File: config.mk
export PLATFORM = sky130hd
export DESIGN_NAME = go_back_n_sender_window
export DESIGN_NICKNAME = d
export VERILOG_FILES = /design/src/rtl/core/gbn_pkg.sv /design/src/rtl/core/gbn_cfg.sv /design/src/rtl/core/gbn_alu.sv /design/src/rtl/core/gbn_out.sv /design/src/rtl/core/go_back_n_sender_window.sv
export SDC_FILE = /design/constraint.sdc
export NUM_CORES = 1
export LEC_CHECK = 0
export BUFFER_PORTS_ARGS = -buffer_cell sky130_fd_sc_hd__buf_2
export CORE_ASPECT_RATIO = 1.4
export CORE_MARGIN = 8
export CORE_UTILIZATION = 50
export DETAILED_ROUTE_END_ITERATION = 7
export PLACE_DENSITY = 0.68
export SLEW_MARGIN = 10
export SYNTH_ARGS = -nofsm -noshare
export SYNTH_HDL_FRONTEND = slang
export SYNTH_SLANG_ARGS = --single-unit
File: constraint.sdc
create_clock -name clk -period 11.3 [get_ports clk]
set_clock_uncertainty 0.05 [all_clocks]
set_input_delay 1.13 -clock clk [delete_from_list [all_inputs] [get_ports clk]]
set_output_delay 1.13 -clock clk [all_outputs]
set_load 0.05 [all_outputs]
File: src/rtl/core/gbn_pkg.sv
`default_nettype none
// ----------------------------------------------------------------------------
// Go-Back-N sender package
// Shared types, codes and default sizes for the sender window blocks.
// ----------------------------------------------------------------------------
package gbn_pkg;

	// Default sizes handed to the top-level parameters.
	localparam int WINDOW_MAX_DEF = 16;
	localparam int TIMER_BITS_DEF = 20;

	// Request codes carried in the mode field.
	localparam logic [1:0] MODE_START = 2'd0;
	localparam logic [1:0] MODE_ACK   = 2'd1;
	localparam logic [1:0] MODE_TICK  = 2'd2;
	localparam logic [1:0] MODE_STOP  = 2'd3;

	// Configuration register indexes.
	localparam logic [1:0] CFG_WINDOW_SIZE   = 2'd0;
	localparam logic [1:0] CFG_TOTAL_PACKETS = 2'd1;
	localparam logic [1:0] CFG_TIMEOUT_TICKS = 2'd2;

	// Register values after reset.
	localparam logic [4:0]  WINDOW_SIZE_RST   = 5'd4;
	localparam logic [15:0] TOTAL_PACKETS_RST = 16'd100;
	localparam logic [19:0] TIMEOUT_TICKS_RST = 20'd2000;

	// Operation codes of the shared arithmetic unit.
	localparam logic ALU_ADD = 1'b0;
	localparam logic ALU_SUB = 1'b1;

	// One result on its way to the output register.
	typedef struct packed {
		logic [15:0] seq_num;
		logic        retransmit;
		logic        last;
	} gbn_res_t;

endpackage : gbn_pkg
`default_nettype wire

File: src/rtl/core/gbn_cfg.sv
`default_nettype none
// ----------------------------------------------------------------------------
// Go-Back-N configuration registers
// Holds the session registers and derives the clamped window and timer load.
// ----------------------------------------------------------------------------
module gbn_cfg #(
	parameter int WINDOW_MAX = 16,
	parameter int TIMER_BITS = 20,
	parameter int CW         = 5
) (
	input  wire logic                  clk,
	input  wire logic                  arst_n,
	input  wire logic                  cfg_valid,
	output logic                       cfg_ready,
	input  wire logic [1:0]            cfg_index,
	input  wire logic [19:0]           cfg_data,
	output logic [CW-1:0]              win,
	output logic [15:0]                total,
	output logic [TIMER_BITS-1:0]      tload
);
	import gbn_pkg::*;

	localparam logic [32:0] TMAX = (33'd1 << TIMER_BITS) - 33'd1;

	logic [4:0]  window_size_q;
	logic [15:0] total_packets_q;
	logic [19:0] timeout_ticks_q;
	logic [32:0] t_ext;

	assign cfg_ready = 1'b1;

	always_ff @(posedge clk or negedge arst_n) begin
		if (!arst_n) begin
			window_size_q   <= WINDOW_SIZE_RST;
			total_packets_q <= TOTAL_PACKETS_RST;
			timeout_ticks_q <= TIMEOUT_TICKS_RST;
		end else if (cfg_valid) begin
			case (cfg_index)
				CFG_WINDOW_SIZE:   window_size_q   <= cfg_data[4:0];
				CFG_TOTAL_PACKETS: total_packets_q <= cfg_data[15:0];
				CFG_TIMEOUT_TICKS: timeout_ticks_q <= cfg_data;
				default: ;
			endcase
		end
	end

	// A window above the supported maximum acts as the maximum.
	assign win = (8'(window_size_q) > 8'(WINDOW_MAX)) ? CW'(WINDOW_MAX)
		: CW'(window_size_q);

	assign total = total_packets_q;

	// The timer load saturates to the timer width.
	assign t_ext = 33'(timeout_ticks_q);
	assign tload = (t_ext > TMAX) ? TMAX[TIMER_BITS-1:0] : t_ext[TIMER_BITS-1:0];

endmodule : gbn_cfg
`default_nettype wire

File: src/rtl/core/gbn_alu.sv
`default_nettype none
// ----------------------------------------------------------------------------
// Go-Back-N shared arithmetic unit
// One adder/subtractor reused by every step of the sequencer.
// ----------------------------------------------------------------------------
module gbn_alu #(
	parameter int W = 22
) (
	input  wire logic         op,
	input  wire logic [W-1:0] a,
	input  wire logic [W-1:0] b,
	output logic [W-1:0]      res,
	output logic              neg,
	output logic              zero
);
	import gbn_pkg::*;

	// Operands stay well below half the range, so the top bit is the borrow.
	assign res  = (op == ALU_SUB) ? (a - b) : (a + b);
	assign neg  = res[W-1];
	assign zero = (res == '0);

endmodule : gbn_alu
`default_nettype wire

File: src/rtl/core/gbn_out.sv
`default_nettype none
// ----------------------------------------------------------------------------
// Go-Back-N output register
// Holds one result until the downstream side takes it.
// ----------------------------------------------------------------------------
module gbn_out (
	input  wire logic              clk,
	input  wire logic              arst_n,
	input  wire logic              push,
	input  wire gbn_pkg::gbn_res_t push_data,
	output logic                   free,
	output logic                   out_valid,
	input  wire logic              out_ready,
	output logic [15:0]            seq_num,
	output logic                   retransmit,
	output logic                   last
);
	import gbn_pkg::*;

	logic     valid_q;
	gbn_res_t data_q;

	// The slot can be refilled in the same cycle that its result leaves.
	assign free = !valid_q || out_ready;

	always_ff @(posedge clk or negedge arst_n) begin
		if (!arst_n) begin
			valid_q <= 1'b0;
		end else if (push) begin
			valid_q <= 1'b1;
		end else if (out_ready) begin
			valid_q <= 1'b0;
		end
	end

	always_ff @(posedge clk) begin
		if (push) begin
			data_q <= push_data;
		end
	end

	assign out_valid  = valid_q;
	assign seq_num    = data_q.seq_num;
	assign retransmit = data_q.retransmit;
	assign last       = data_q.last;

endmodule : gbn_out
`default_nettype wire

File: src/rtl/core/go_back_n_sender_window.sv
`default_nettype none
// ----------------------------------------------------------------------------
// Go-Back-N sender window
// Sequencer that tracks the send window and emits sequence numbers.
// ----------------------------------------------------------------------------
// A start request clears the window and sends new sequence numbers until the
// window or the session total is reached; an acknowledgment inside the
// outstanding range slides the window and sends more; a tick request counts
// the retransmit timer down and, on expiry, resends every outstanding number;
// a stop request halts sending and the timer. All arithmetic runs through a
// single shared adder/subtractor stepped by a small sequencer, so the block
// takes one request at a time and in_ready is high only while the sequencer
// is idle. After acceptance a start runs the limit, window, total, send and
// timer steps; an acknowledgment first runs two range compares, where an
// ignored one ends, and the increment, then the steps of a start; a tick
// counts the timer down and, on expiry, counts and resends the outstanding
// numbers. Each emitted number takes one shared-unit step and waits while the
// output stalls. Stop and requests that are ignored while not running finish
// in the accepting cycle. Results leave through an output register, so the
// next request is taken while the last result of the previous one still waits.
// ----------------------------------------------------------------------------
module go_back_n_sender_window #(
	parameter int WINDOW_MAX = gbn_pkg::WINDOW_MAX_DEF,
	parameter int TIMER_BITS = gbn_pkg::TIMER_BITS_DEF
) (
	input  wire logic        clk,
	input  wire logic        arst_n,
	// Configuration write channel.
	input  wire logic        cfg_valid,
	output logic             cfg_ready,
	input  wire logic [1:0]  cfg_index,
	input  wire logic [19:0] cfg_data,
	// Request channel.
	input  wire logic        in_valid,
	output logic             in_ready,
	input  wire logic [1:0]  mode,
	input  wire logic [15:0] ack_num,
	// Result channel.
	output logic             out_valid,
	input  wire logic        out_ready,
	output logic [15:0]      seq_num,
	output logic             retransmit,
	output logic             last
);
	import gbn_pkg::*;

	// Width of a window count and of the shared unit. The unit keeps two spare
	// bits above the timer count and the sequence numbers so that its top bit is a borrow.
	localparam int CW = $clog2(WINDOW_MAX + 1);
	localparam int UW = (TIMER_BITS > 16) ? TIMER_BITS + 2 : 18;

	// Sequencer states.
	localparam logic [3:0] S_IDLE    = 4'd0;
	localparam logic [3:0] S_ACK_LO  = 4'd1;
	localparam logic [3:0] S_ACK_HI  = 4'd2;
	localparam logic [3:0] S_ACK_INC = 4'd3;
	localparam logic [3:0] S_LIM     = 4'd4;
	localparam logic [3:0] S_AVW     = 4'd5;
	localparam logic [3:0] S_AVT     = 4'd6;
	localparam logic [3:0] S_SEND    = 4'd7;
	localparam logic [3:0] S_TIMER   = 4'd8;
	localparam logic [3:0] S_TICK    = 4'd9;
	localparam logic [3:0] S_RCNT    = 4'd10;
	localparam logic [3:0] S_RESEND  = 4'd11;

	logic [3:0]            state_q;
	logic [15:0]           window_base_q;
	logic [15:0]           next_seq_q;
	logic [TIMER_BITS-1:0] timer_left_q;
	logic                  timer_on_q;
	logic                  running_q;
	logic [15:0]           ack_q;
	logic [16:0]           lim_q;
	logic [CW-1:0]         cnt_q;
	logic [15:0]           resend_q;

	logic [CW-1:0]         win;
	logic [15:0]           total;
	logic [TIMER_BITS-1:0] tload;

	logic                  alu_op;
	logic [UW-1:0]         alu_a;
	logic [UW-1:0]         alu_b;
	logic [UW-1:0]         alu_res;
	logic                  alu_neg;
	logic                  alu_zero;
	logic [CW-1:0]         cnt_clamp;
	logic                  cnt_last;

	logic                  out_free;
	logic                  push;
	gbn_res_t              push_data;

	gbn_cfg #(
		.WINDOW_MAX (WINDOW_MAX),
		.TIMER_BITS (TIMER_BITS),
		.CW         (CW)
	) u_cfg (
		.clk       (clk),
		.arst_n    (arst_n),
		.cfg_valid (cfg_valid),
		.cfg_ready (cfg_ready),
		.cfg_index (cfg_index),
		.cfg_data  (cfg_data),
		.win       (win),
		.total     (total),
		.tload     (tload)
	);

	gbn_alu #(
		.W (UW)
	) u_alu (
		.op   (alu_op),
		.a    (alu_a),
		.b    (alu_b),
		.res  (alu_res),
		.neg  (alu_neg),
		.zero (alu_zero)
	);

	gbn_out u_out (
		.clk        (clk),
		.arst_n     (arst_n),
		.push       (push),
		.push_data  (push_data),
		.free       (out_free),
		.out_valid  (out_valid),
		.out_ready  (out_ready),
		.seq_num    (seq_num),
		.retransmit (retransmit),
		.last       (last)
	);

	assign in_ready = (state_q == S_IDLE);

	// Operand selection for the shared unit, one operation per state.
	always_comb begin
		alu_op = ALU_SUB;
		alu_a  = '0;
		alu_b  = '0;
		case (state_q)
			S_ACK_LO: begin
				alu_a = UW'(ack_q);
				alu_b = UW'(window_base_q);
			end
			S_ACK_HI: begin
				alu_a = UW'(ack_q);
				alu_b = UW'(next_seq_q);
			end
			S_ACK_INC: begin
				alu_op = ALU_ADD;
				alu_a  = UW'(ack_q);
				alu_b  = UW'(1);
			end
			S_LIM: begin
				alu_op = ALU_ADD;
				alu_a  = UW'(window_base_q);
				alu_b  = UW'(win);
			end
			S_AVW: begin
				alu_a = UW'(lim_q);
				alu_b = UW'(next_seq_q);
			end
			S_AVT: begin
				alu_a = UW'(total);
				alu_b = UW'(next_seq_q);
			end
			S_SEND: begin
				alu_op = ALU_ADD;
				alu_a  = UW'(next_seq_q);
				alu_b  = UW'(1);
			end
			S_TIMER: begin
				alu_a = UW'(window_base_q);
				alu_b = UW'(next_seq_q);
			end
			S_TICK: begin
				alu_a = UW'(timer_left_q);
				alu_b = UW'(1);
			end
			S_RCNT: begin
				alu_a = UW'(next_seq_q);
				alu_b = UW'(window_base_q);
			end
			S_RESEND: begin
				alu_op = ALU_ADD;
				alu_a  = UW'(resend_q);
				alu_b  = UW'(1);
			end
			default: ;
		endcase
	end

	// A difference turned into a count: negative means none, and no more
	// than the window maximum goes out for one request.
	assign cnt_clamp = alu_neg ? '0
		: ((alu_res > UW'(WINDOW_MAX)) ? CW'(WINDOW_MAX) : alu_res[CW-1:0]);

	assign cnt_last = (cnt_q == CW'(1));

	// A result is handed to the output register while the count lasts and
	// the register has room.
	always_comb begin
		push      = 1'b0;
		push_data = '0;
		if (state_q == S_SEND && cnt_q != '0 && out_free) begin
			push                 = 1'b1;
			push_data.seq_num    = next_seq_q;
			push_data.retransmit = 1'b0;
			push_data.last       = cnt_last;
		end else if (state_q == S_RESEND && cnt_q != '0 && out_free) begin
			push                 = 1'b1;
			push_data.seq_num    = resend_q;
			push_data.retransmit = 1'b1;
			push_data.last       = cnt_last;
		end
	end

	always_ff @(posedge clk or negedge arst_n) begin
		if (!arst_n) begin
			state_q       <= S_IDLE;
			window_base_q <= '0;
			next_seq_q    <= '0;
			timer_left_q  <= '0;
			timer_on_q    <= 1'b0;
			running_q     <= 1'b0;
			cnt_q         <= '0;
			lim_q         <= '0;
			resend_q      <= '0;
		end else begin
			case (state_q)
				S_IDLE: begin
					if (in_valid) begin
						case (mode)
							MODE_START: begin
								running_q     <= 1'b1;
								window_base_q <= '0;
								next_seq_q    <= '0;
								state_q       <= S_LIM;
							end
							MODE_ACK: begin
								if (running_q) begin
									state_q <= S_ACK_LO;
								end
							end
							MODE_TICK: begin
								if (running_q && timer_on_q) begin
									state_q <= S_TICK;
								end
							end
							MODE_STOP: begin
								running_q    <= 1'b0;
								timer_on_q   <= 1'b0;
								timer_left_q <= '0;
							end
							default: ;
						endcase
					end
				end
				// Acknowledgment below the window base is stale.
				S_ACK_LO: begin
					state_q <= alu_neg ? S_IDLE : S_ACK_HI;
				end
				// Acknowledgment at or past the next number was never sent.
				S_ACK_HI: begin
					state_q <= alu_neg ? S_ACK_INC : S_IDLE;
				end
				S_ACK_INC: begin
					window_base_q <= alu_res[15:0];
					state_q       <= S_LIM;
				end
				S_LIM: begin
					lim_q   <= alu_res[16:0];
					state_q <= S_AVW;
				end
				S_AVW: begin
					cnt_q   <= cnt_clamp;
					state_q <= S_AVT;
				end
				S_AVT: begin
					if (alu_neg) begin
						cnt_q <= '0;
					end else if (alu_res < UW'(cnt_q)) begin
						cnt_q <= alu_res[CW-1:0];
					end
					state_q <= S_SEND;
				end
				S_SEND: begin
					if (cnt_q == '0) begin
						state_q <= S_TIMER;
					end else if (out_free) begin
						next_seq_q <= alu_res[15:0];
						cnt_q      <= cnt_q - CW'(1);
						if (cnt_last) begin
							state_q <= S_TIMER;
						end
					end
				end
				// The timer runs only while numbers are outstanding.
				S_TIMER: begin
					if (alu_zero) begin
						timer_on_q   <= 1'b0;
						timer_left_q <= '0;
					end else begin
						timer_on_q   <= 1'b1;
						timer_left_q <= tload;
					end
					state_q <= S_IDLE;
				end
				// A timer at one or zero expires on this tick.
				S_TICK: begin
					if (!alu_neg && !alu_zero) begin
						timer_left_q <= alu_res[TIMER_BITS-1:0];
						state_q      <= S_IDLE;
					end else begin
						state_q <= S_RCNT;
					end
				end
				S_RCNT: begin
					cnt_q    <= cnt_clamp;
					resend_q <= window_base_q;
					state_q  <= S_RESEND;
				end
				S_RESEND: begin
					if (cnt_q == '0) begin
						timer_left_q <= tload;
						state_q      <= S_IDLE;
					end else if (out_free) begin
						resend_q <= alu_res[15:0];
						cnt_q    <= cnt_q - CW'(1);
						if (cnt_last) begin
							timer_left_q <= tload;
							state_q      <= S_IDLE;
						end
					end
				end
				default: begin
					state_q <= S_IDLE;
				end
			endcase
		end
	end

	// The acknowledged number is kept for the compare steps.
	always_ff @(posedge clk) begin
		if (in_valid && in_ready) begin
			ack_q <= ack_num;
		end
	end

endmodule : go_back_n_sender_window
`default_nettype wire
Yosys cells after proc, flatten, opt, wreduce, memory -nomap -nowiden --
Index checks and enable logic that the tools add are counted.
Word-level totals: bits in read-only memories 0, bits in registers 172, bits in latches 0, input port bits 45, bits in writable memories 0, memories kept 0, output and inout port bits 21, word-level logic and storage cells 156
Cells by class: eq/ne operators 35, order comparisons 4, reduce and logical (&&, ||, !) cells 45, bitwise logic cells 0, shift operators 0, multiply operators 0, add/sub/neg operators 3, multiplexer cells 52, div/mod/pow operators 0
Operators with widths (count):
- two-way mux 20 bit | 8
- case mux 20 bit (7 select lines) | 1
- case mux 16 bit (2 select lines) | 3
- case mux 20 bit (4 select lines) | 1
- two-way mux 16 bit | 4
- case mux 16 bit (4 select lines) | 1
- case mux 4 bit (11 select lines) | 1
- two-way mux 4 bit | 10
- two-way mux 18 bit | 2
- two-way mux 5 bit | 7
- > comparator 22 x 5 -> 1 bit (second input constant) | 1
- zero test 22 bit | 1
- < comparator 22 x 5 -> 1 bit | 1
- two-way mux 22 bit | 1
- adder 20 x 16 -> 21 bit | 1
- subtractor 20 x 16 -> 21 bit | 1
- > comparator 20 bit (second input constant) | 1
- equality test 4 x 3 -> 1 bit (second input constant) | 4
- equality test 4 bit (second input constant) | 4
- case mux 5 bit (3 select lines) | 1
- != test 2 bit (second input constant) | 7
- != test 3 x 2 -> 1 bit (second input constant) | 4
- case mux 4 bit (3 select lines) | 1
- AND reduction 3 bit | 4
- other kinds (31) | 69

Depth between registers and ports, before layout --
Gate-level depths: netlist of run 1.
depth after elaboration 10, depth in mapped cells 24, mapped depth without buffers 21

By module --
From an unflattened synthesis of run 1, not the netlist that was laid out.
Second synthesis, totals: cell total of the unflattened synthesis 974, area, all modules 10064.7 µm²
Modules (own cells, without submodules):
- go_back_n_sender_window | cells each 617, sequential area each 2882.8 µm², times used 1, area an instance 6208.5 µm²
- gbn_cfg | cells each 115, sequential area each 1038.5 µm², times used 1, area an instance 1749.2 µm²
- gbn_alu | cells each 221, sequential area each 0.0 µm², times used 1, area an instance 1519.0 µm²
- gbn_out | cells each 21, sequential area each 565.5 µm², times used 1, area an instance 588.1 µm²

Worst setup path before layout of run 1 --
Ideal clock, no wire load.
kind register to register, start register state_q[2], end register cnt_q[1], cell stages (with the launch flop) 22, setup slack 6.205 ns, clock period less this slack 5.095 ns, data required time 11.122 ns, buffers on the path 5, setup time 0.128 ns, arrival time 4.918 ns, path through dfrtp_1 -> clkbuf_1 -> nand2b_1 -> clkbuf_1 -> nand2_1 -> and2_1 -> clkbuf_1 -> clkbuf_1 -> a222oi_1 -> nand3_1 -> ha_1 -> clkbuf_1 -> nor2b_1 -> a2111oi_0 -> a2111o_1 -> a31o_2 -> or3_1 -> a211oi_1 -> o2111a_4 -> a31oi_2 -> a21oi_4 -> mux2_1
On the way: cells in the longest elaborated chain, start to end 9, elaborated cells between the ends (all ways) 37, those cells by class add/sub: 2; order compare: 2; eq/ne: 14; mux: 8; reduce/logical: 11
Ends and longest elaborated chain:
- start: declaration | line go_back_n_sender_window.sv:66 | logic [3:0] state_q;
- start signal: assignment | line go_back_n_sender_window.sv:262 | state_q <= alu_neg ? S_IDLE : S_ACK_HI;
- start signal: assignment | line go_back_n_sender_window.sv:266 | state_q <= alu_neg ? S_ACK_INC : S_IDLE;
- equality test 4 x 2 -> 1 bit, or another cell as far along | line go_back_n_sender_window.sv:141 | case (state_q)
- OR reduction 3 bit (no source line), or another cell as far along
- case mux 20 bit (7 select lines) / case mux 16 bit (4 select lines) (equally long branches) | line go_back_n_sender_window.sv:141
- subtractor 20 x 16 -> 21 bit / adder 20 x 16 -> 21 bit (equally long branches) | line gbn_alu.sv:19 | assign res = (op == ALU_SUB) ? (a - b) : (a + b);
- two-way mux 22 bit | line gbn_alu.sv:19
- > comparator 22 x 5 -> 1 bit | line go_back_n_sender_window.sv:197 | : ((alu_res > UW'(WINDOW_MAX)) ? CW'(WINDOW_MAX) : alu_res[CW-1:0]);
- two-way mux 5 bit | line go_back_n_sender_window.sv:197
- two-way mux 5 bit | line go_back_n_sender_window.sv:196 | assign cnt_clamp = alu_neg ? '0
- case mux 5 bit (3 select lines) | line go_back_n_sender_window.sv:231 | case (state_q)
- end signal: assignment | line go_back_n_sender_window.sv:277 | cnt_q <= cnt_clamp;
- end signal: assignment | line go_back_n_sender_window.sv:284 | cnt_q <= alu_res[CW-1:0];
- end signal: assignment | line go_back_n_sender_window.sv:293 | cnt_q <= cnt_q - CW'(1);
- end: declaration | line go_back_n_sender_window.sv:74 | logic [CW-1:0] cnt_q;
Parallel ways exist; a longest one is shown, timed or not. The select of a mux whose other input is x is not followed. A chain may end at the register's enable or synchronous reset.

Worst setup path after layout of run 1 --
start register state_q[3], end register timer_left_q[13]
On the way: cells in the longest elaborated chain, start to end 10, elaborated cells between the ends (all ways) 38, those cells by class add/sub: 2; eq/ne: 16; mux: 6; reduce/logical: 14
Ends and longest elaborated chain:
- equality test 4 x 2 -> 1 bit, or another cell as far along | line go_back_n_sender_window.sv:141
- OR reduction 3 bit (no source line), or another cell as far along
- case mux 20 bit (7 select lines) / case mux 16 bit (4 select lines) (equally long branches) | line go_back_n_sender_window.sv:141
- subtractor 20 x 16 -> 21 bit / adder 20 x 16 -> 21 bit (equally long branches) | line gbn_alu.sv:19
- two-way mux 22 bit | line gbn_alu.sv:19
- zero test 22 bit | line gbn_alu.sv:21 | assign zero = (res == '0);
- zero test 1 bit | line go_back_n_sender_window.sv:312 | if (!alu_neg && !alu_zero) begin
- logical AND 1 bit | line go_back_n_sender_window.sv:312
- != test 2 bit (no source line)
- AND reduction 6 bit (no source line)
- end signal: assignment | line go_back_n_sender_window.sv:306 | timer_left_q <= tload;
- end signal: assignment | line go_back_n_sender_window.sv:313 | timer_left_q <= alu_res[TIMER_BITS-1:0];
- end signal: assignment | line go_back_n_sender_window.sv:326 | timer_left_q <= tload;
- end: declaration | line go_back_n_sender_window.sv:69 | logic [TIMER_BITS-1:0] timer_left_q;
Parallel ways exist; a longest one is shown, timed or not. The select of a mux whose other input is x is not followed.

==> results.yml, run 1 <==
run_status:
  outcome: "complete, no violations"
route:
  drt.antenna.violating_nets: 0
  post-route-drc-count: 0
  route.vias.total: 8989
  detailedRoute.firstIterationViolations: 1031
  vias_per_cell: 6.63
  wire_per_inst_um: 23.9
  total_iterations_of_the_first_detailed_routing_run: 6
  detail_route.wirelength_mm: 32.4
global_route:
  leftover_overflow_at_the_end_of_global_routing: 0
  initial_antenna_violation_count: 0
  grt_max_degree: 77
  number_of_global_route_vias_before_repair: 8760
  first_pass_grt_wire_length_mm: 50.7
  grtUsageTotal_pct: 26.2
floorplan:
  die-area_um2: 25500
  initial_utilization_pct: 50.5
  die_height_um: 186
  placementRows: 62
  die_w_um: 137
  pin_count: 66
  design.core.area_um2: 20400
clock_tree:
  cts.reportedPaths.clkPinSlew_ps: 70
  tritoncts.num_buffers: 17
  post_cts.resized_instances: 0
  clock_tree.root_cell: "clkbuf_16"
  worst_skew_pair.late_latency_ps: 450
  cts_sinks: 172
  tritoncts_clock_tree: "done"
  cts-root-to-sink-buffers: 2
  clock_tree.htree_level_count: 4
  post-cts-setup-buffer-count: 0
  holdBufCountCts: 0
timing:
  finalCritPeriodShare_pct: 58.3
  final_hold_viol_count: 0
  finalWorstPathRequiredPeriod_ps: 6590
  slew_at_the_pin_closest_to_its_max_slew_limit_ps: 1160
  finalHoldWorstSlack_ps: 443
  timing.setup.tns_ps: 0
  maxClockFrequency_mhz: 152
  final-setup-viol-count: 0
  rsz0062_at_grt: "no"
  timing.slew.headroom_pct: 22.3
  slew_violations: 0
logic_synthesis:
  synth_seq_cells: 172
  synth_warnings: 0
  post-synth-top-area-cell: "dfrtp_1"
  mappedNetlistArea_um2: 10300
  synthFlopType: "dfrtp_1"
  syn_inst: 1055
  number_of_enable_flip_flop_cells_after_synthesis: 34
  ys_top_cells_by_area: "dfrtp_1 31%, edfxtp_1 9.9%, ha_1 5.1%, mux2_2 4.9%, nand2_1 4.5%"
  synth.distinct_cells: 88
  synthArstFlopShare_pct: 80.2
  sequential_fraction_of_the_synthesis_area_pct: 43.5
  synth_top_cell_area_share_pct: 31.1
  mappedNetlistNets: 1144
  avgSynthCellArea_um2: 9.77
setup_path:
  endpoint_required_time_on_the_critical_path_ps: 11570
  crit_path_max_fanout: 26
  worstRegToRegCells: 19
  rr_startpoint: "state_q[3]"
  critPathCaptureType: "register"
  cp-start-kind: "register"
  reg2reg_slack_ps: 4710
  crit_arrival_ps: 6860
  rr_endpoint: "timer_left_q[13]"
  critPathKind: "reg -> reg"
final_layout:
  drive_gt1_share_pct: 17.9
  antennaDiodeCount: 0
  most-common-layout-cells: "128 x dfrtp_1, 124 x nand2_1, 77 x o21ai_0"
  flow.area_growth_from_synthesis_pct: 10.6
  finalNetCount: 1176
  layout_commonest_cell: "dfrtp_1"
  final_design_area_no_fill_um2: 11400
  filler_instances: 1829
place:
  post_dp_cell_area_um2: 10800
  placement.io_buffers: 64
  routabilityCongestion: 0.991
  detailed_place_hpwl_mm: 22.9
min_path:
  hold_end: "lim_q[5]"
  worst_hold_path.num_cells: 2
  min-delay-start: "lim_q[5]"
  worstHoldPathType: "reg -> reg"
job:
  max-cap-violations: 0
## registers in the layout, indices dropped and copies added (netlist names)
signal,count
u_cfg.timeout_ticks_q,20
u_cfg.total,16
next_seq_q,16
u_out.out_valid,1
u_cfg.window_size_q,5
u_out.seq_num,16
timer_left_q,20
lim_q,17
timer_on_q,1
resend_q,16
window_base_q,16
running_q,1
cnt_q,5
ack_q,16
state_q,4
u_out.retransmit,1
u_out.last,1
## Yosys cell counts (all sizes together), types with 11 or more instances
library cell / instances
a31oi: 28
a21oi: 48
edfxtp: 34
o2bb2ai: 21
buf: 13
ha: 42
nand2: 124
dfrtp: 128
a22o: 42
inv: 44
nor2: 54
mux2: 47
nor3: 14
nand2b: 11
clkbuf: 55
nor2b: 13
mux2i: 14
nand3: 33
a22oi: 12
a21o: 11
a222oi: 36
o21ai: 82
## layer usage
layer  track usage, %  share of wire (%)  vias to the layer above
li1                 -                  -                     4040
met1             33.0                 40                     4417
met2             42.3                 48                      456
met3             4.57                7.5                       76
met4             13.1                4.3                        0
met5                0                  0                        -
## layout make-up
cell class / instances / area [um2] / area share, %
Multi-Input combinational cell: 771 / 5410 / 47.5
Sequential cell: 172 / 4490 / 39.4
Clock buffer: 20 / 458 / 4.02
Timing Repair Buffer: 81 / 454 / 3.99
Tap cell: 256 / 320 / 2.81
Inverter: 44 / 165 / 1.45
Clock inverter: 12 / 98.8 / 0.867
## critical path, cell delays in order (launching register included)
cell and delay (ps):
dfrtp_1 740, nand2b_1 410, nor2_4 710, buf_4 440, a222oi_1 190, nand2_1 110
a21oi_1 70, ha_1 270, fa_1 390, nor2b_1 230, o2111a_1 260, o2111ai_1 120
nand3b_1 210, mux2i_1 110, xor2_1 550, and4_1 470, nand3_2 460, a21oi_1 280
buf_4 280, o2bb2ai_1 110
## how the worst max path moves through the flow
| stage | start | endpoint | slack (ps) | depth (start not counted) |
|---|---|---|---|---|
| 6_report | state_q[3] | timer_left_q[13] | 4710 | 19 |
| 5_1_grt | state_q[3] | timer_left_q[13] | 4380 | 19 |
| 4_1_cts | state_q[3] | timer_left_q[18] | 4870 | 19 |
| 3_5_place_dp | state_q[3] | timer_left_q[18] | 4910 | 19 |
| 3_3_place_gp | state_q[3] | timer_left_q[18] | 5040 | 19 |
| 2_1_floorplan | state_q[2] | cnt_q[1] | 6200 | 21 |
## metrics by stage
stage	util, %	cells	setup WS (ps)
floorplan	-	1055	6200
finish	55.9	1356	4710
global placement	53.1	1324	5040
global route	55.9	1356	4380
CTS	55.9	1356	4870
detailed placement	53.1	1324	4910
## kinds of logic after synthesis
| logic type | synth area share, % |
|---|---|
| mux | 6.50 |
| buf+inv | 4.41 |
| compound gates | 25.0 |
| other cells | 0.0364 |
| xor+xnor | 1.02 |
| fa+ha+maj | 5.49 |
| simple gates | 14.0 |
| flops | 43.5 |
Power of run 1 is not shown: default switching activity piles up to over one toggle a cycle in this logic, so the estimate is an artifact.
==> run 2: changes to the inputs <==
clock period = 6.7 ns   (was 11.3 ns; I/O delays follow)
==> results.yml, run 2 (synthesis gave the netlist of run 1 again) <==
run_status:
  outcome: "complete, no violations"
final_layout:
  finalNetCount: 1193
  drive_gt1_share_pct: 19.2
  flow.area_growth_from_synthesis_pct: 12.6
  most-common-layout-cells: "128 x dfrtp_1, 124 x nand2_1, 77 x o21ai_0"
  final_cells: 1374
  largestRegisters: "timer_left_q: 20 flops, u_cfg.timeout_ticks_q: 20 flops, lim_q: 17 flops"
  filler_instances: 1819
  layout_commonest_cell: "dfrtp_1"
  fin_util_pct: 56.9
setup_path:
  endpoint_required_time_on_the_critical_path_ps: 6970
  critPathCaptureType: "register"
  worst-path-buf-inv: 1
  cp-start-kind: "register"
  crit_path_max_fanout: 16
  crit_arrival_ps: 6230
  critical_path.slowest_cell: "dfrtp_1"
  critPathKind: "reg -> reg"
  path_cells: "buf_4, nand2b_1, nand2_1, and2_1, a222oi_1, nand3_1, ha_1, a21oi_1, o21ai_0, or2_2, a311o_1, o211ai_1, and4_1, a31oi_2, a21oi_4, mux2_1"
  crit_family: "compound AO/OA/AOI/OAI gates"
  stage_delay_of_the_slowest_cell_on_the_critical_path_ps: 500
floorplan:
  die-area_um2: 25500
  die_w_um: 137
  die_height_um: 186
  design.core.area_um2: 20400
  initial_utilization_pct: 50.5
  placementRows: 62
  pin_count: 66
timing:
  slew_violations: 0
  timing.slew.headroom_pct: 18.8
  maxClockFrequency_mhz: 168
  finalCritPeriodShare_pct: 88.9
  rsz0062_at_grt: "no"
  timing.setup.tns_ps: 0
  finalWorstPathRequiredPeriod_ps: 5960
  final_hold_viol_count: 0
  final-setup-viol-count: 0
  slew_at_the_pin_closest_to_its_max_slew_limit_ps: 1210
  postLayoutSetupSlackWorst_ps: 741
clock_tree:
  tritoncts.num_buffers: 17
  post_cts.resized_instances: 0
  clock_tree.htree_level_count: 4
  cts-root-to-sink-buffers: 2
  holdBufCountCts: 0
  tritoncts_clock_tree: "done"
  cts_sinks: 172
  clock_tree.root_cell: "clkbuf_16"
  post-cts-setup-buffer-count: 0
  worst_skew_pair.late_latency_ps: 450
  cts.reportedPaths.clkPinSlew_ps: 60
route:
  total_iterations_of_the_first_detailed_routing_run: 7
  detailedRoute.firstIterationViolations: 1104
  post-route-drc-count: 0
  detail_route.wirelength_mm: 32.6
  vias_per_cell: 6.57
  drt.antenna.violating_nets: 0
  wire_per_inst_um: 23.7
  route.vias.total: 9032
global_route:
  number_of_global_route_vias_before_repair: 8992
  grt_max_degree: 80
  grtUsageTotal_pct: 26.5
  leftover_overflow_at_the_end_of_global_routing: 0
  initial_antenna_violation_count: 1
  first_pass_grt_wire_length_mm: 51.3
min_path:
  worstHoldPathType: "in -> async"
place:
  placement.io_buffers: 64
  dp_worst_setup_slack_ps: 912
  detailed_place_hpwl_mm: 23.4
  placedCellCount: 1341
  routabilityCongestion: 0.991
job:
  max-cap-violations: 0
==> run 2: area by class of cell <==
| class | count | area [um2] | area share, % |
|---|---|---|---|
| Antenna cell | 1 | 2.50 | 0.0216 |
| Inverter | 44 | 165 | 1.42 |
| Clock buffer | 20 | 479 | 4.13 |
| Sequential cell | 172 | 4490 | 38.7 |
| Multi-Input combinational cell | 771 | 5410 | 46.6 |
| Tap cell | 256 | 320 | 2.76 |
| Clock inverter | 12 | 148 | 1.27 |
| Timing Repair Buffer | 98 | 594 | 5.12 |
==> run 2: metal layers <==
metal | up-vias | global-route usage, % | part of all wire (%)
li1 | 4090 | - | -
met1 | 4397 | 34.3 | 41
met2 | 451 | 42.1 | 48
met3 | 94 | 4.75 | 7.6
met4 | 0 | 12.5 | 4.1
met5 | - | 0 | 0
==> run 2: worst paths after layout <==
kind | startpoint | end | slack [ps] | cells past startpoint
setup / recovery | state_q[3] | cnt_q[1] | 740 | 16
hold / removal | arst_n | u_cfg.window_size_q[0] | 210 | 1
setup reg to reg | state_q[3] | cnt_q[1] | 740 | 16
hold reg to reg | lim_q[13] | lim_q[13] | 430 | 2
max in group asynchronous | arst_n | timer_left_q[3] | 5140 | 2
min in group clk | ack_num[14] | ack_q[14] | 350 | 1
==> run 2: per-stage QoR <==
step	hold WS [ps]	cell area, um2
after global placement	410	11000
after detailed placement	414	11000
after floorplan	324	10300
after CTS	232	11600
final	213	11600
after global routing	273	11600
==> run 2: worst register-to-register path, delay by kind of cell, from the launching register on <==
kind	cells	cell delay, ps
buf+inv	1	230
fa+ha+maj	1	500
compound gates	7	2270
mux	1	340
flops	1	500
simple gates	6	1940
Power of run 2 is left out for the same reason.
==> run 3: changes to the inputs <==
SYNTH_HIERARCHICAL = 1   (was unset)
==> results.yml, run 3 <==
logic_synthesis:
  yosys.cell_count.top_type: "dfrtp_1"
  number_of_enable_flip_flop_cells_after_synthesis: 34
  post-synth-top-area-cell: "dfrtp_1"
  avgSynthCellArea_um2: 10.3
  synth_warnings: 6
  synthFlopType: "dfrtp_1"
  synth.distinct_cells: 84
  ys_top_cells_by_area: "dfrtp_1 32%, edfxtp_1 10%, a22o_1 5.9%, mux2_2 5.1%, ha_1 4.1%"
  leading_post_synthesis_cells_by_instance_count: "128 x dfrtp_1, 81 x nand2_1, 78 x nor2_1, 68 x a22o_1, 60 x a21oi_1"
  synth_seq_cells: 172
  mappedNetlistArea_um2: 10100
  synthArstFlopShare_pct: 80.2
  syn_inst: 974
  sequential_fraction_of_the_synthesis_area_pct: 44.6
  synth_top_cell_area_share_pct: 31.8
timing:
  timing.slew.headroom_pct: 28.4
  finalWorstPathRequiredPeriod_ps: 6420
  final_hold_viol_count: 0
  rsz0062_at_grt: "no"
  slew_violations: 0
  final-setup-viol-count: 0
  timing.setup.tns_ps: 0
  slew_at_the_pin_closest_to_its_max_slew_limit_ps: 1070
  postLayoutSetupSlackWorst_ps: 284
  finalCritPeriodShare_pct: 95.8
  maxClockFrequency_mhz: 156
global_route:
  grt_max_degree: 71
  initial_antenna_violation_count: 1
  number_of_global_route_vias_before_repair: 8667
  leftover_overflow_at_the_end_of_global_routing: 0
  grtUsageTotal_pct: 26.6
  first_pass_grt_wire_length_mm: 50.5
final_layout:
  flow.area_growth_from_synthesis_pct: 14.2
  drive_gt1_share_pct: 23.0
  most-common-layout-cells: "128 x dfrtp_1, 81 x nand2_1, 75 x nor2_1"
  layout_commonest_cell: "dfrtp_1"
  largestRegisters: "timer_left_q: 20 flops, u_cfg/timeout_ticks_q: 20 flops, lim_q: 17 flops"
  finalNetCount: 1140
clock_tree:
  clock_tree.htree_level_count: 4
  cts.reportedPaths.clkPinSlew_ps: 70
  tritoncts_clock_tree: "done"
  cts_sinks: 172
  tritoncts.num_buffers: 17
  clock_tree.root_cell: "clkbuf_16"
  post-cts-setup-buffer-count: 0
  cts-root-to-sink-buffers: 2
  worst_skew_pair.late_latency_ps: 440
  post_cts.resized_instances: 0
  holdBufCountCts: 0
route:
  detail_route.wirelength_mm: 32.5
  vias_per_cell: 6.47
  detailedRoute.firstIterationViolations: 939
  post-route-drc-count: 1
  total_iterations_of_the_first_detailed_routing_run: 8
  route.vias.total: 8592
  drt.antenna.violating_nets: 0
  wire_per_inst_um: 24.5
min_path:
  worstHoldPathType: "in -> async"
setup_path:
  critPathCaptureType: "register"
  crit_arrival_ps: 6690
  cp-start-kind: "register"
  crit_path_max_fanout: 20
  worstRegToRegCells: 27
  critical_path.slowest_cell: "or4_1"
  endpoint_required_time_on_the_critical_path_ps: 6980
  stage_delay_of_the_slowest_cell_on_the_critical_path_ps: 580
  critPathKind: "reg -> reg"
run_status:
  outcome: "finished, violations left"
  violations: "DRC"
floorplan:
  die_w_um: 136
  initial_utilization_pct: 50.7
  pin_count: 66
  die_height_um: 184
  placementRows: 61
  die-area_um2: 25000
  design.core.area_um2: 19800
place:
  placement.io_buffers: 64
  dp_worst_setup_slack_ps: 453
  detailed_place_hpwl_mm: 23.7
  routabilityCongestion: 0.998
job:
  max-cap-violations: 0
run 3: final timing paths:
check | start | to | slack (ps)
max reg2reg | state_q[1] | timer_left_q[16] | 280
min reg2reg | u_cfg/window_size_q[3] | u_cfg/window_size_q[3] | 450
max | state_q[1] | timer_left_q[16] | 280
max in group asynchronous | arst_n | u_cfg/timeout_ticks_q[1] | 5070
min | arst_n | cnt_q[3] | 190
min in group clk | ack_num[4] | ack_q[4] | 350
run 3: final cells by class:
class	count	area, um2
Antenna cell	1	2.50
Clock buffer	22	464
Clock inverter	10	100
Fill cell	1756	8350
Inverter	24	90.1
Multi-Input combinational cell	722	5230
Sequential cell	172	4490
Tap cell	252	315
Timing Repair Buffer	124	802
run 3: critical path, delay by kind of cell, from the launching register on:
| family | cells | cell delay (ps) |
|---|---|---|
| AO/OA/AOI/OAI | 8 | 1620 |
| XOR/XNOR | 2 | 380 |
| adder cells (fa/ha/maj) | 1 | 380 |
| buffers and inverters | 4 | 890 |
| flip-flops | 1 | 460 |
| multiplexers | 1 | 240 |
| AND/OR/NAND/NOR | 11 | 2260 |
run 3: cell families (layout without fill, tap and decap cells):
logic type	count (synthesis)	after routing	synth area share [%]
adder cells (fa/ha/maj)	34	34	4.30
flip-flops	172	172	44.6
AO/OA/AOI/OAI	265	265	20.1
multiplexers	80	80	9.05
buffers and inverters	100	180	4.51
other	2	23	0.0746
XOR/XNOR	40	40	3.48
AND/OR/NAND/NOR	281	281	13.9
run 3: stage by stage:
stage | std cells | cell area, um2 | util [%] | hold WS (ps)
2_1_floorplan | 994 | 10100 | - | 324
3_3_place_gp | 1294 | 10900 | 55.1 | 434
3_5_place_dp | 1294 | 10900 | 55.1 | 434
4_1_cts | 1326 | 11500 | 57.9 | 209
5_1_grt | 1326 | 11500 | 57.9 | 242
6_report | 1327 | 11500 | 57.9 | 194
run 3: metal layers:
| layer | vias to the layer above | track usage [%] | share of wire (%) | wire length (um) |
|---|---|---|---|---|
| met3 | 155 | 5.42 | 6.8 | 2220 |
| met4 | 0 | 20.0 | 8.1 | 2640 |
| li1 | 3803 | - | - | - |
| met5 | - | 0 | 0 | 0 |
| met2 | 444 | 44.2 | 49 | 15900 |
| met1 | 4190 | 29.4 | 36 | 11700 |
Power of run 3 is left out for the same reason.
